**config.mk**
```make
export PLATFORM = sky130hd
export DESIGN_NAME = i2c_master_transaction_engine_core_flat
export DESIGN_NICKNAME = d
export VERILOG_FILES = /design/src/i2cm_pkg.sv /design/src/i2cm_req_if.sv /design/src/i2cm_rsp_if.sv /design/src/i2cm_cfg_if.sv /design/src/i2c_master_transaction_engine_core.sv /design/src/i2cm_engine.sv /design/src/flat_wrapper.sv
export SDC_FILE = /design/constraint.sdc
export NUM_CORES = 1
export LEC_CHECK = 0
export ABC_CLOCK_PERIOD_IN_PS = 6200
export BUFFER_PORTS_ARGS = -buffer_cell sky130_fd_sc_hd__buf_2
export CAP_MARGIN = 0
export CORE_ASPECT_RATIO = 0.7
export CORE_MARGIN = 2
export CORE_UTILIZATION = 55
export DETAILED_ROUTE_END_ITERATION = 12
export GPL_TIMING_DRIVEN = 1
export PLACE_DENSITY_LB_ADDON = 0.08
export SLEW_MARGIN = 20
export SYNTH_ARGS = -nofsm -noshare
export SYNTH_HDL_FRONTEND = slang
export SYNTH_HIERARCHICAL = 1
export SYNTH_SLANG_ARGS = --single-unit
```
**constraint.sdc**
```tcl
create_clock -name clk -period 6.2 [get_ports clk]
set_clock_uncertainty 0.2 [all_clocks]
set_input_delay 0.31 -clock clk [delete_from_list [all_inputs] [get_ports clk]]
set_output_delay 0.31 -clock clk [all_outputs]
set_load 0.01 [all_outputs]
```
**src/i2cm_pkg.sv**
```systemverilog
// Shared types, codes and constants of the I2C master transaction engine.
package i2cm_pkg;

	localparam int PHASE_W = 16;
	localparam int REC_W = 5;
	localparam logic [REC_W-1:0] RECOVERY_LIMIT = 5'd20;

	localparam logic [1:0] CMD_TICK  = 2'd0;
	localparam logic [1:0] CMD_READ  = 2'd1;
	localparam logic [1:0] CMD_WRITE = 2'd2;

	localparam logic [1:0] ST_OK        = 2'd0;
	localparam logic [1:0] ST_BUS_BUSY  = 2'd1;
	localparam logic [1:0] ST_ADDR_NACK = 2'd2;
	localparam logic [1:0] ST_DATA_NACK = 2'd3;

	localparam logic [3:0] PH_IDLE     = 4'd0;
	localparam logic [3:0] PH_CHK      = 4'd1;
	localparam logic [3:0] PH_RCV_LOW  = 4'd2;
	localparam logic [3:0] PH_RCV_HIGH = 4'd3;
	localparam logic [3:0] PH_START    = 4'd4;
	localparam logic [3:0] PH_BIT_A    = 4'd5;
	localparam logic [3:0] PH_BIT_B    = 4'd6;
	localparam logic [3:0] PH_BIT_C    = 4'd7;
	localparam logic [3:0] PH_BIT_R    = 4'd8;
	localparam logic [3:0] PH_BIT_S    = 4'd9;
	localparam logic [3:0] PH_BIT_D    = 4'd10;
	localparam logic [3:0] PH_STOP_A   = 4'd11;
	localparam logic [3:0] PH_STOP_B   = 4'd12;
	localparam logic [3:0] PH_STOP_C   = 4'd13;
	localparam logic [3:0] PH_STOP_D   = 4'd14;

	typedef struct packed {
		logic [1:0] cmd;
		logic [6:0] address;
		logic [7:0] length;
		logic       send_stop;
		logic [7:0] tx_byte;
		logic       scl_in;
		logic       sda_in;
	} req_t;

	typedef struct packed {
		logic       scl_drive_low;
		logic       sda_drive_low;
		logic [7:0] rx_data;
		logic       rx_valid;
		logic       tx_taken;
		logic       busy_res;
		logic       done_res;
		logic [1:0] status;
		logic [7:0] byte_count;
	} res_t;

endpackage

```
**src/i2cm_req_if.sv**
```systemverilog
// Tick channel into the engine: one bus timing tick with command and line samples.
interface i2cm_req_if;
	logic       valid;
	logic       ready;
	logic [1:0] cmd;
	logic [6:0] address;
	logic [7:0] length;
	logic       send_stop;
	logic [7:0] tx_byte;
	logic       scl_in;
	logic       sda_in;

	modport source (output valid, cmd, address, length, send_stop, tx_byte, scl_in, sda_in,
		input ready);
	modport sink (input valid, cmd, address, length, send_stop, tx_byte, scl_in, sda_in,
		output ready);
endinterface

```
**src/i2cm_rsp_if.sv**
```systemverilog
// Result channel out of the engine: line drives and transaction status per tick.
interface i2cm_rsp_if;
	logic       valid;
	logic       ready;
	logic       scl_drive_low;
	logic       sda_drive_low;
	logic [7:0] rx_data;
	logic       rx_valid;
	logic       tx_taken;
	logic       busy_res;
	logic       done_res;
	logic [1:0] status;
	logic [7:0] byte_count;

	modport source (output valid, scl_drive_low, sda_drive_low, rx_data, rx_valid, tx_taken,
		busy_res, done_res, status, byte_count, input ready);
	modport sink (input valid, scl_drive_low, sda_drive_low, rx_data, rx_valid, tx_taken,
		busy_res, done_res, status, byte_count, output ready);
endinterface

```
**src/i2cm_cfg_if.sv**
```systemverilog
// Configuration write channel carrying the phase length register.
interface i2cm_cfg_if;
	logic        valid;
	logic        ready;
	logic [15:0] data;

	modport source (output valid, data, input ready);
	modport sink (input valid, data, output ready);
endinterface

```
**src/i2c_master_transaction_engine_core.sv**
```systemverilog
// Top level of the I2C master transaction engine: channels, tick pipeline and result register.
//
// Usage: each transaction on req is one tick of the bus timing base. It carries the
// command (tick, begin read, begin write), the address, length, stop option, the next
// write byte and the sampled SCL and SDA levels. Every accepted tick gives exactly one
// transaction on rsp with the open-drain drives, read data, tx_taken, busy, done,
// status and byte count. cfg writes the phase length (extra ticks per bit phase); write
// it only while no transaction is running on the bus and no tick is in flight.
// Each tick passes one input register and one result register around the sequencer logic.
// Throughput: one tick per cycle while rsp does not stall.
// When rsp stalls, both stages hold and req.ready drops in the same cycle; no tick is
// lost or repeated. Reset clears the pipeline, releases both lines, sets the sequencer
// to idle and the phase length to zero. cfg is always ready.
module i2c_master_transaction_engine_core (
	input logic clk,
	input logic arst_n,
	i2cm_cfg_if.sink cfg,
	i2cm_req_if.sink req,
	i2cm_rsp_if.source rsp
);
	import i2cm_pkg::*;

	logic [PHASE_W-1:0] lim_q;
	req_t               req_s1;
	logic               vld_s1;
	res_t               res_s2;
	logic               vld_s2;
	res_t               res_c;
	logic               adv;

	assign adv = !vld_s2 || rsp.ready;
	assign req.ready = adv;
	assign cfg.ready = 1'b1;

	always_ff @(posedge clk or negedge arst_n) begin
		if (!arst_n)
			lim_q <= '0;
		else if (cfg.valid)
			lim_q <= cfg.data;
	end

	always_ff @(posedge clk or negedge arst_n) begin
		if (!arst_n) begin
			vld_s1 <= 1'b0;
			vld_s2 <= 1'b0;
		end else if (adv) begin
			vld_s1 <= req.valid;
			vld_s2 <= vld_s1;
		end
	end

	always_ff @(posedge clk) begin
		if (adv) begin
			req_s1 <= '{cmd: req.cmd, address: req.address, length: req.length,
				send_stop: req.send_stop, tx_byte: req.tx_byte,
				scl_in: req.scl_in, sda_in: req.sda_in};
			res_s2 <= res_c;
		end
	end

	i2cm_engine u_engine (
		.clk    (clk),
		.arst_n (arst_n),
		.en     (adv && vld_s1),
		.lim    (lim_q),
		.item   (req_s1),
		.res    (res_c)
	);

	assign rsp.valid         = vld_s2;
	assign rsp.scl_drive_low = res_s2.scl_drive_low;
	assign rsp.sda_drive_low = res_s2.sda_drive_low;
	assign rsp.rx_data       = res_s2.rx_data;
	assign rsp.rx_valid      = res_s2.rx_valid;
	assign rsp.tx_taken      = res_s2.tx_taken;
	assign rsp.busy_res      = res_s2.busy_res;
	assign rsp.done_res      = res_s2.done_res;
	assign rsp.status        = res_s2.status;
	assign rsp.byte_count    = res_s2.byte_count;

	a_done_not_busy: assert property (@(posedge clk) disable iff (!arst_n)
		(vld_s2 && res_s2.done_res) |-> !res_s2.busy_res)
		else $error("done reported while still busy");
	a_tx_busy: assert property (@(posedge clk) disable iff (!arst_n)
		(vld_s2 && res_s2.tx_taken) |-> res_s2.busy_res)
		else $error("write byte taken outside a transaction");
	a_stall_hold: assert property (@(posedge clk) disable iff (!arst_n)
		(vld_s2 && !rsp.ready) |=> (vld_s2 && $stable(res_s2)))
		else $error("result changed while stalled");

endmodule

```
**src/i2cm_engine.sv**
```systemverilog
// Bus sequencer: state registers and the one-tick next-state and result logic.
module i2cm_engine (
	input  logic                          clk,
	input  logic                          arst_n,
	input  logic                          en,
	input  logic [i2cm_pkg::PHASE_W-1:0]  lim,
	input  i2cm_pkg::req_t                item,
	output i2cm_pkg::res_t                res
);
	import i2cm_pkg::*;

	logic [3:0]         phase_q, n_phase;
	logic [PHASE_W-1:0] tick_q, n_tick, tick_adv;
	logic [3:0]         bit_q, n_bit;
	logic [7:0]         byte_q, n_byte;
	logic [7:0]         shift_q, n_shift;
	logic [REC_W-1:0]   rec_q, n_rec;
	logic               is_read_q, n_is_read;
	logic               stop_q, n_stop;
	logic [7:0]         len_q, n_len;
	logic [6:0]         addr_q, n_addr;
	logic               scl_q, n_scl;
	logic               sda_q, n_sda;
	logic               astage_q, n_astage;
	logic               sample_q, n_sample;
	logic [1:0]         status_q, n_status;
	logic               over, rd, bd, sdb, fin, emit;
	logic [1:0]         fin_st;
	logic [8:0]         byte_nx;

	assign over     = (tick_q >= lim);
	assign tick_adv = over ? '0 : tick_q + 1'b1;
	assign rd       = astage_q ? bit_q[3] : (is_read_q ^ bit_q[3]);
	assign byte_nx  = {1'b0, byte_q} + 9'd1;

	always_comb begin
		n_phase = phase_q;   n_tick = tick_q;     n_bit = bit_q;     n_byte = byte_q;
		n_shift = shift_q;   n_rec = rec_q;       n_is_read = is_read_q;
		n_stop = stop_q;     n_len = len_q;       n_addr = addr_q;
		n_scl = scl_q;       n_sda = sda_q;       n_astage = astage_q;
		n_sample = sample_q; n_status = status_q;
		bd = 1'b0; sdb = 1'b0; fin = 1'b0; emit = 1'b0; fin_st = ST_OK;
		res = '0;

		unique case (phase_q)
			PH_IDLE: begin
				if (item.cmd == CMD_READ || item.cmd == CMD_WRITE) begin
					n_is_read = (item.cmd == CMD_READ);
					n_addr = item.address;
					n_len = item.length;
					n_stop = item.send_stop;
					n_scl = 1'b0;
					n_sda = 1'b0;
					n_rec = '0;
					n_tick = '0;
					n_phase = PH_CHK;
				end
			end
			PH_CHK: begin
				if (rec_q >= RECOVERY_LIMIT) begin
					n_status = ST_BUS_BUSY;
					emit = 1'b1;
				end else if (item.sda_in) begin
					n_sda = 1'b1;
					n_tick = '0;
					n_phase = PH_START;
				end else begin
					n_scl = 1'b1;
					n_tick = '0;
					n_phase = PH_RCV_LOW;
				end
			end
			PH_RCV_LOW: begin
				n_tick = tick_adv;
				if (over) begin
					n_scl = 1'b0;
					n_phase = PH_RCV_HIGH;
				end
			end
			PH_RCV_HIGH: begin
				n_tick = tick_adv;
				if (over) begin
					n_rec = rec_q + 1'b1;
					n_phase = PH_CHK;
				end
			end
			PH_START: begin
				n_tick = tick_adv;
				if (over) begin
					n_shift = {addr_q, is_read_q};
					n_astage = 1'b1;
					n_bit = '0;
					n_scl = 1'b1;
					n_tick = '0;
					n_phase = PH_BIT_A;
				end
			end
			PH_BIT_A: begin
				n_tick = tick_adv;
				if (over) begin
					if (rd)
						n_sda = 1'b0;
					else if (!bit_q[3])
						n_sda = !shift_q[7];
					else
						n_sda = (byte_nx < {1'b0, len_q});
					n_phase = PH_BIT_B;
				end
			end
			PH_BIT_B: begin
				n_tick = tick_adv;
				if (over) begin
					n_scl = 1'b0;
					n_phase = rd ? PH_BIT_R : PH_BIT_C;
				end
			end
			PH_BIT_C: begin
				n_tick = tick_adv;
				bd = over && item.scl_in;
			end
			PH_BIT_R: begin
				n_tick = '0;
				if (item.scl_in) begin
					n_sample = item.sda_in;
					n_phase = PH_BIT_D;
				end else begin
					n_phase = PH_BIT_S;
				end
			end
			PH_BIT_S: begin
				n_tick = tick_adv;
				if (over)
					n_phase = PH_BIT_R;
			end
			PH_BIT_D: begin
				n_tick = tick_adv;
				bd = over;
			end
			PH_STOP_A: begin
				n_tick = tick_adv;
				if (over) begin
					n_sda = 1'b1;
					n_phase = PH_STOP_B;
				end
			end
			PH_STOP_B: begin
				n_tick = tick_adv;
				if (over) begin
					n_scl = 1'b0;
					n_phase = PH_STOP_C;
				end
			end
			PH_STOP_C: begin
				n_tick = tick_adv;
				if (over && item.scl_in) begin
					n_sda = 1'b0;
					n_phase = PH_STOP_D;
				end
			end
			PH_STOP_D: begin
				n_tick = tick_adv;
				emit = over;
			end
			default: begin
				n_phase = PH_IDLE;
				n_tick = '0;
			end
		endcase

		if (bd) begin
			if (!bit_q[3]) begin
				n_shift = {shift_q[6:0], rd & sample_q};
				n_bit = bit_q + 1'b1;
				n_scl = 1'b1;
				n_tick = '0;
				n_phase = PH_BIT_A;
			end else if (astage_q) begin
				n_astage = 1'b0;
				n_byte = '0;
				if (sample_q) begin
					fin = 1'b1; fin_st = ST_ADDR_NACK;
				end else if (len_q == 8'd0) begin
					fin = 1'b1; fin_st = ST_OK;
				end else begin
					sdb = 1'b1;
				end
			end else if (!is_read_q && sample_q) begin
				fin = 1'b1; fin_st = ST_DATA_NACK;
			end else begin
				if (is_read_q) begin
					res.rx_data = shift_q;
					res.rx_valid = 1'b1;
				end
				n_byte = byte_nx[7:0];
				if (byte_nx[7:0] >= len_q) begin
					fin = 1'b1; fin_st = ST_OK;
				end else begin
					sdb = 1'b1;
				end
			end
		end

		if (sdb) begin
			n_bit = '0;
			if (is_read_q) begin
				n_shift = '0;
			end else begin
				n_shift = item.tx_byte;
				res.tx_taken = 1'b1;
			end
			n_scl = 1'b1;
			n_tick = '0;
			n_phase = PH_BIT_A;
		end

		if (fin) begin
			n_status = fin_st;
			n_tick = '0;
			if (stop_q) begin
				n_scl = 1'b1;
				n_phase = PH_STOP_A;
			end else begin
				emit = 1'b1;
			end
		end

		if (emit) begin
			res.done_res = 1'b1;
			res.status = n_status;
			if (n_status == ST_OK)
				res.byte_count = len_q;
			else if (n_status == ST_DATA_NACK)
				res.byte_count = n_byte;
			else
				res.byte_count = '0;
			n_phase = PH_IDLE;
			n_tick = '0;
		end

		res.scl_drive_low = n_scl;
		res.sda_drive_low = n_sda;
		res.busy_res = (n_phase != PH_IDLE);
	end

	always_ff @(posedge clk or negedge arst_n) begin
		if (!arst_n) begin
			phase_q <= PH_IDLE;   tick_q <= '0;   bit_q <= '0;   byte_q <= '0;
			shift_q <= '0;        rec_q <= '0;    is_read_q <= 1'b0;
			stop_q <= 1'b0;       len_q <= '0;    addr_q <= '0;
			scl_q <= 1'b0;        sda_q <= 1'b0;  astage_q <= 1'b0;
			sample_q <= 1'b0;     status_q <= ST_OK;
		end else if (en) begin
			phase_q <= n_phase;   tick_q <= n_tick;   bit_q <= n_bit;   byte_q <= n_byte;
			shift_q <= n_shift;   rec_q <= n_rec;     is_read_q <= n_is_read;
			stop_q <= n_stop;     len_q <= n_len;     addr_q <= n_addr;
			scl_q <= n_scl;       sda_q <= n_sda;     astage_q <= n_astage;
			sample_q <= n_sample; status_q <= n_status;
		end
	end

	a_idle_tick_zero: assert property (@(posedge clk) disable iff (!arst_n)
		phase_q == PH_IDLE |-> tick_q == '0)
		else $error("tick counter running while idle");
	a_idle_hold: assert property (@(posedge clk) disable iff (!arst_n)
		(phase_q == PH_IDLE && !en) |=> phase_q == PH_IDLE)
		else $error("engine left idle without a tick");
	a_bit_range: assert property (@(posedge clk) disable iff (!arst_n)
		bit_q <= 4'd8)
		else $error("bit index beyond acknowledge slot");
	a_rec_range: assert property (@(posedge clk) disable iff (!arst_n)
		rec_q <= RECOVERY_LIMIT)
		else $error("recovery pulse count beyond limit");

endmodule

```
**src/flat_wrapper.sv**
```systemverilog
// flat-port wrapper written by rule: the top's interface ports become plain ports
module i2c_master_transaction_engine_core_flat import i2cm_pkg::*;
  (clk, arst_n, cfg_valid, cfg_data, cfg_ready, req_valid, req_cmd, req_address, req_length, req_send_stop, req_tx_byte, req_scl_in, req_sda_in, req_ready, rsp_valid, rsp_scl_drive_low, rsp_sda_drive_low, rsp_rx_data, rsp_rx_valid, rsp_tx_taken, rsp_busy_res, rsp_done_res, rsp_status, rsp_byte_count, rsp_ready);
  i2cm_cfg_if cfg_i ();
  i2cm_req_if req_i ();
  i2cm_rsp_if rsp_i ();
  input logic clk;
  input logic arst_n;
  input wire logic [$bits(cfg_i.valid)-1:0] cfg_valid;
  input wire logic [$bits(cfg_i.data)-1:0] cfg_data;
  output wire logic [$bits(cfg_i.ready)-1:0] cfg_ready;
  input wire logic [$bits(req_i.valid)-1:0] req_valid;
  input wire logic [$bits(req_i.cmd)-1:0] req_cmd;
  input wire logic [$bits(req_i.address)-1:0] req_address;
  input wire logic [$bits(req_i.length)-1:0] req_length;
  input wire logic [$bits(req_i.send_stop)-1:0] req_send_stop;
  input wire logic [$bits(req_i.tx_byte)-1:0] req_tx_byte;
  input wire logic [$bits(req_i.scl_in)-1:0] req_scl_in;
  input wire logic [$bits(req_i.sda_in)-1:0] req_sda_in;
  output wire logic [$bits(req_i.ready)-1:0] req_ready;
  output wire logic [$bits(rsp_i.valid)-1:0] rsp_valid;
  output wire logic [$bits(rsp_i.scl_drive_low)-1:0] rsp_scl_drive_low;
  output wire logic [$bits(rsp_i.sda_drive_low)-1:0] rsp_sda_drive_low;
  output wire logic [$bits(rsp_i.rx_data)-1:0] rsp_rx_data;
  output wire logic [$bits(rsp_i.rx_valid)-1:0] rsp_rx_valid;
  output wire logic [$bits(rsp_i.tx_taken)-1:0] rsp_tx_taken;
  output wire logic [$bits(rsp_i.busy_res)-1:0] rsp_busy_res;
  output wire logic [$bits(rsp_i.done_res)-1:0] rsp_done_res;
  output wire logic [$bits(rsp_i.status)-1:0] rsp_status;
  output wire logic [$bits(rsp_i.byte_count)-1:0] rsp_byte_count;
  input wire logic [$bits(rsp_i.ready)-1:0] rsp_ready;
  assign cfg_i.valid = cfg_valid;
  assign cfg_i.data = cfg_data;
  assign cfg_ready = cfg_i.ready;
  assign req_i.valid = req_valid;
  assign req_i.cmd = req_cmd;
  assign req_i.address = req_address;
  assign req_i.length = req_length;
  assign req_i.send_stop = req_send_stop;
  assign req_i.tx_byte = req_tx_byte;
  assign req_i.scl_in = req_scl_in;
  assign req_i.sda_in = req_sda_in;
  assign req_ready = req_i.ready;
  assign rsp_valid = rsp_i.valid;
  assign rsp_scl_drive_low = rsp_i.scl_drive_low;
  assign rsp_sda_drive_low = rsp_i.sda_drive_low;
  assign rsp_rx_data = rsp_i.rx_data;
  assign rsp_rx_valid = rsp_i.rx_valid;
  assign rsp_tx_taken = rsp_i.tx_taken;
  assign rsp_busy_res = rsp_i.busy_res;
  assign rsp_done_res = rsp_i.done_res;
  assign rsp_status = rsp_i.status;
  assign rsp_byte_count = rsp_i.byte_count;
  assign rsp_i.ready = rsp_ready;
  i2c_master_transaction_engine_core u_core (.clk(clk), .arst_n(arst_n), .cfg(cfg_i), .req(req_i), .rsp(rsp_i));
endmodule
```
Yosys cells after proc, flatten, opt, wreduce, memory -nomap -nowiden --
Cells that the tools add are included.
Storage, ports and cells: input bits 49, flip-flop bits (word level) 138
Operators by class: order comparisons 4, multiplexer cells 107, equality and inequality tests 19, reductions and logical operators 21, bitwise logic cells 5, $add $sub $neg 4
Operator list (number):
- 16-bit two-way mux | 9
- 8-bit two-way mux | 12
- 4-bit two-way mux | 23
- 16-bit one-hot mux with 4 select lines | 1
- 4-bit one-hot mux with 13 select lines | 1
- 1-bit two-way mux | 43
- 4-bit equality test (second input constant) | 7
- 2-bit two-way mux | 9
- 16-bit by 1-bit adder with 16-bit output (second input constant) | 1
- 4-bit by 3-bit equality test with 1-bit output (second input constant) | 4
- 16-bit greater-or-equal comparator | 1
- 11-bit two-way mux | 1
- 11-bit OR reduction | 1
- 5-bit two-way mux | 2
- 5-bit one-hot mux with 2 select lines | 1
- 8-bit by 1-bit adder with 9-bit output (second input constant) | 1
- 9-bit by 8-bit less-than comparator with 1-bit output | 1
- 4-bit by 2-bit equality test with 1-bit output (second input constant) | 2
- 8-bit greater-or-equal comparator | 1
- 8-bit zero test | 1
- 3-bit AND reduction | 2
- 3-bit OR reduction | 2
- 5-bit by 1-bit adder with 5-bit output (second input constant) | 1
- 5-bit greater-or-equal comparator (second input constant) | 1
- 22 further kinds | 32

Logic depth before layout (Yosys ltp) --
depth after elaboration 12, gate-level depth with buffers 15, depth with buffers taken out 14

By module --
The synthesis kept the hierarchy.
By module, submodules not included:
- i2cm_engine | instances 1, sequential area each 1701.6 sq um, cells each 660, area each 5479.0 sq um
- i2c_master_transaction_engine_core | instances 1, sequential area each 2011.9 sq um, cells each 94, area each 2302.2 sq um

Worst setup path after synthesis --
Ideal clock, no wire load.
kind reg-to-reg, from register u_core.vld_s2, in the netlist u_core/rsp.valid, to register u_core.u_engine.addr_q[0], path slack 2.544 ns, stages on the path, launching flop included 9, path buffers 2, arrival 3.332 ns, cell sequence dfrtp_1 nand2b_1 and2_1 clkbuf_1 inv_1 nor3_1 nand2_1 clkbuf_1 mux2_2
Between the ends: longest elaborated chain between the ends 4
RTL lines:
- start, declared | RTL line i2c_master_transaction_engine_core.sv:27 | logic vld_s2;
- start signal, assigned | RTL line i2c_master_transaction_engine_core.sv:48 | vld_s2 <= vld_s1;
- 1-bit zero test | RTL line i2c_master_transaction_engine_core.sv:31 | assign adv = !vld_s2 || rsp.ready;
- 1-bit logical OR | RTL line i2c_master_transaction_engine_core.sv:31
- via req_ready | RTL line flat_wrapper.sv:20 | output wire logic [$bits(req_i.ready)-1:0] req_ready;
- 1-bit logical AND | RTL line i2c_master_transaction_engine_core.sv:64 | .en (adv && vld_s1),
- 3-bit AND reduction (no source line)
- end signal, assigned | RTL line i2cm_engine.sv:255 | stop_q <= n_stop; len_q <= n_len; addr_q <= n_addr;
- end, declared | RTL line i2cm_engine.sv:21 | logic [6:0] addr_q, n_addr;
The timed path passes the listed nets, and every way through them passes these cells. A chain may end at the register's enable or synchronous reset.

Worst setup path in the final report --
from register u_core.u_engine.byte_q[2], to register u_core.res_s2 (netlist bit u_core/rsp.byte_count[1]) (data pin)
Between the ends: longest elaborated chain between the ends 11, elaborated cells between the ends (all ways) 13, classes of those cells add/sub: 1; order compare: 1; eq/ne: 1; mux: 9; reduce/logical: 1
RTL lines:
- start, declared | RTL line i2cm_engine.sv:15 | logic [7:0] byte_q, n_byte;
- start signal, assigned | RTL line i2cm_engine.sv:253 | phase_q <= n_phase; tick_q <= n_tick; bit_q <= n_bit; byte_q <= n_byte;
- 8-bit by 1-bit adder with 9-bit output * | RTL line i2cm_engine.sv:34 | assign byte_nx = {1'b0, byte_q} + 9'd1;
- 8-bit greater-or-equal comparator * | RTL line i2cm_engine.sv:195 | if (byte_nx[7:0] >= len_q) begin
- 1-bit two-way mux * | RTL line i2cm_engine.sv:195
- 1-bit two-way mux * | RTL line i2cm_engine.sv:187 | end else if (!is_read_q && sample_q) begin
- 1-bit two-way mux * | RTL line i2cm_engine.sv:177 | end else if (astage_q) begin
- 1-bit two-way mux * | RTL line i2cm_engine.sv:171 | if (!bit_q[3]) begin
- 1-bit two-way mux * | RTL line i2cm_engine.sv:170 | if (bd) begin
- 2-bit two-way mux | RTL line i2cm_engine.sv:216 | if (fin) begin
- 2-bit equality test | RTL line i2cm_engine.sv:232 | else if (n_status == ST_DATA_NACK)
- 8-bit two-way mux | RTL line i2cm_engine.sv:232
- 8-bit two-way mux | RTL line i2cm_engine.sv:230 | if (n_status == ST_OK)
- end signal, assigned | RTL line i2c_master_transaction_engine_core.sv:57 | res_s2 <= res_c;
- end, declared | RTL line i2c_master_transaction_engine_core.sv:26 | res_t res_s2;
Every way passes the cells marked *; elsewhere a longest branch is shown, timed or not.

==> impl_metrics.json <==
{
  "regToRegSetupSlack_ns": 2.13,
  "worstPathMaxFanout": 9,
  "drt-total-wl_mm": 20.43,
  "avgRoutedWirePerCell_um": 19.25,
  "hold_ws_ns": 0.2150,
  "max_cap_viol_count": 0,
  "total_area_of_multi_input_combinational_cells_um2": 3700,
  "setup_repair_after_global_routing_missed_its_margin": "false",
  "run_status": "complete, no violations",
  "fmax_mhz": 245.8,
  "critPathCapture": "u_core/rsp.byte_count[1]$_DFFE_PP_",
  "synth_enable_flop_cells": 52,
  "die_height_um": 103.5,
  "clkLatencyLatePin_ns": 0.42,
  "fillerInstances": 1066,
  "final_report_hold_violation_count": 0,
  "mappedNetlistNets": 833,
  "worst-slew-pin-transition_ns": 1.084,
  "maxSlewViolCount": 0,
  "initial_utilization": 0.5609,
  "ys_ff_latch": 138,
  "grt_start_max_net_pins": 57,
  "routed_via_density": 6.148,
  "final_layout_size_suffix_gt1_frac": 0.1940,
  "global_route.usage.total": 0.2804,
  "setup.worst_path.end_class": "register",
  "numClockSinks": 138,
  "row_count": 36,
  "cts_repair_resize_count": 0,
  "totalNegativeSetupSlack_ns": 0,
  "area_growth_syn_to_layout_pct": 19.71,
  "postSynth.asyncResetShare": 0.6232,
  "synth_top_cell_by_area": "dfrtp_1",
  "highest_ir_drop_seen_on_vdd_v": 0.0002170,
  "h-tree-depth": 4,
  "final_util": 0.6714,
  "root_buffer_master": "clkbuf_16",
  "nNetsFinal": 937,
  "power.leakage_nw": 3.913,
  "power.density_nw_per_um2": 377.6,
  "netlist-cell-type-count": 73,
  "drt_iter0_drc": 705,
  "final_min_period_over_clock_period": 0.6562,
  "layout.cells.most_common_list": "dfrtp_1, buf_2, nor2_1",
  "final_worst_path_period_need_ns": 4.069,
  "route.antenna.remaining_nets": 0,
  "synth_cells": 754,
  "most_common_library_cell_in_the_layout_ignoring_fill_and_taps": "dfrtp_1",
  "antenna_found_initial": 0,
  "r2r_start": "u_core/u_engine/byte_q[2]$_DFFE_PN0P_",
  "register_area_um2": 3714,
  "synth_area_leaders": "dfrtp_1, edfxtp_1, ha_1",
  "setup_viol": 0,
  "routed_vias": 6523,
  "timing.hold.worst.class": "input pin to async pin",
  "die-width_um": 146.2,
  "gp_congestion": 0.9053,
  "place.port_buffers": 74,
  "cts_made_buffers": 17,
  "synth_top_cell_area_share": 0.2766,
  "max-clock-path-buffers": 2,
  "timing.rr.end": "u_core/rsp.byte_count[1]$_DFFE_PP_",
  "reg2regPathDepth": 12,
  "antenna-diode-count": 0,
  "detailedRoute.firstPassIterationCount": 6,
  "floorplan.core_area_um2": 13870,
  "drcViolationCount": 0,
  "crit_path_start": "u_core/u_engine/byte_q[2]$_DFFE_PN0P_",
  "first_pass_grt_wire_length_mm": 33.15,
  "postSynth.topFlopCell": "dfrtp_1",
  "die-area_um2": 15130,
  "timing.slew.headroom": 0.2753,
  "grt_remaining_overflow": 0,
  "hpwl_mm": 13.31,
  "seq_area_frac_synth": 0.4772,
  "worstPathArrival_ns": 4.14,
  "synth.avg_cell_area_um2": 10.32,
  "critical_path_required_ns": 6.27,
  "kind_of_start_point_of_the_critical_path": "register",
  "synthesis.area_um2": 7781,
  "total_number_of_yosys_warnings": 6,
  "cts.reportedPaths.clkPinSlew_ns": 0.06,
  "pin_count": 76,
  "path_class": "register to register",
  "cts_tree": "built",
  "via_count_of_the_first_global_routing_pass": 6195
}
[how the worst min path moves through the flow]
stage                                             to  slack (ns)  depth (start not counted)
2_1_floorplan            u_core/lim_q[0]$_DFFE_PN0P_       -0.19                          0
3_3_place_gp   u_core/u_engine/tick_q[5]$_DFFE_PN0P_        0.13                          1
3_5_place_dp   u_core/u_engine/tick_q[3]$_DFFE_PN0P_        0.14                          1
4_1_cts                  u_core/lim_q[7]$_DFFE_PN0P_        0.20                          2
5_1_grt                  u_core/lim_q[9]$_DFFE_PN0P_        0.22                          2
6_report       u_core/u_engine/tick_q[7]$_DFFE_PN0P_        0.22                          2
[timing repair]
item | CTS | global route
buffers inserted | 0 | 0
hold endpoints to repair | 85 | 0
hold buffers | 46 | 0
[worst max-delay path: stages (launching register included)]
cell and delay, ns:
dfrtp_1 0.46, nand3_1 0.22, nor2_1 0.21, nand3_1 0.11
xnor2_1 0.20, ha_1 0.30, a21oi_1 0.21, o2111ai_1 0.13
a21oi_1 0.24, nor2_1 0.21, a2111oi_2 1.00, o21ai_0 0.21
a21oi_1 0.19
[routing by layer]
metal,part of all wire,GRT usage,vias up
met4,0.016,0.07906,0
met1,0.47,0.4141,3127
met5,0,0,-
met2,0.43,0.4046,312
met3,0.089,0.08018,36
li1,-,-,3048
[stage by stage]
| stage | area (um^2) | worst slack [ns] | power, W | std cells |
|---|---|---|---|---|
| 2_1_floorplan | 7781 | 2.544 | 0.002143 | 754 |
| 3_3_place_gp | 8245 | 2.230 | 0.002398 | 983 |
| 3_5_place_dp | 8245 | 2.103 | 0.002435 | 983 |
| 4_1_cts | 9311 | 2.092 | 0.003510 | 1061 |
| 5_1_grt | 9315 | 1.809 | 0.003737 | 1061 |
| 6_report | 9315 | 2.131 | 0.003518 | 1061 |
[area by class of cell]
cell class,count,share of cell area
well taps,190,0.02552
clock buffers,21,0.04943
inverters,44,0.01773
flip-flops and latches,138,0.3987
clock inverters,11,0.01558
multi-input cells,529,0.3972
repair buffers,128,0.09590
[flip-flops by register name, summed over array words and instances (netlist names), 2 cells and up]
signal,cells
u_core/lim_q,16
u_core/u_engine/byte_q,8
u_core/u_engine/bit_q,4
u_core/rsp.rx_data,8
u_core/u_engine/shift_q,8
u_core/rsp.byte_count,8
u_core/u_engine/status_q,2
u_core/req_s1,28
u_core/u_engine/rec_q,5
u_core/u_engine/addr_q,7
u_core/u_engine/tick_q,16
u_core/u_engine/phase_q,4
u_core/u_engine/len_q,8
u_core/rsp.status,2
[where the power goes]
group | switching [W] | total, W | internal, W
sequential | 0.000198 | 0.00133 | 0.00113
combinational | 0.000644 | 0.00115 | 0.000509
clock | 0.000385 | 0.00104 | 0.000653
total | 0.00123 | 0.00352 | 0.00229
[cells by family (layout without fill, tap and decap cells)]
group           after synthesis  after routing  share of synthesized area
compound gates              218            218                     0.1986
xor+xnor                      6              6                   0.006753
fa+ha+maj                    30             30                    0.04824
buf+inv                      87            204                    0.04856
flops                       138            138                     0.4772
mux                          48             48                    0.07300
other cells                   1              1                  0.0004819
simple gates                226            226                     0.1471
[cells in the mapped netlist, types with 6 or more instances]
cell type  instances
dfrtp_1           86
nor2_1            54
edfxtp_1          52
a21oi_1           47
nand2_1           47
inv_1             43
o21ai_0           37
nor3_1            31
ha_1              30
mux2_2            30
clkbuf_1          27
nand3_1           21
o31ai_1           21
a31oi_1           15
and2_1            14
o2bb2ai_1         12
mux2_4            10
nor4_1             9
and3_1             8
mux2i_1            8
nand2b_1           8
nor2b_1            8
o21a_1             8
a211o_1            7
nor4b_1            7
a22oi_1            6
buf_4              6
o22ai_1            6
Power figures use the tool's default switching activity.
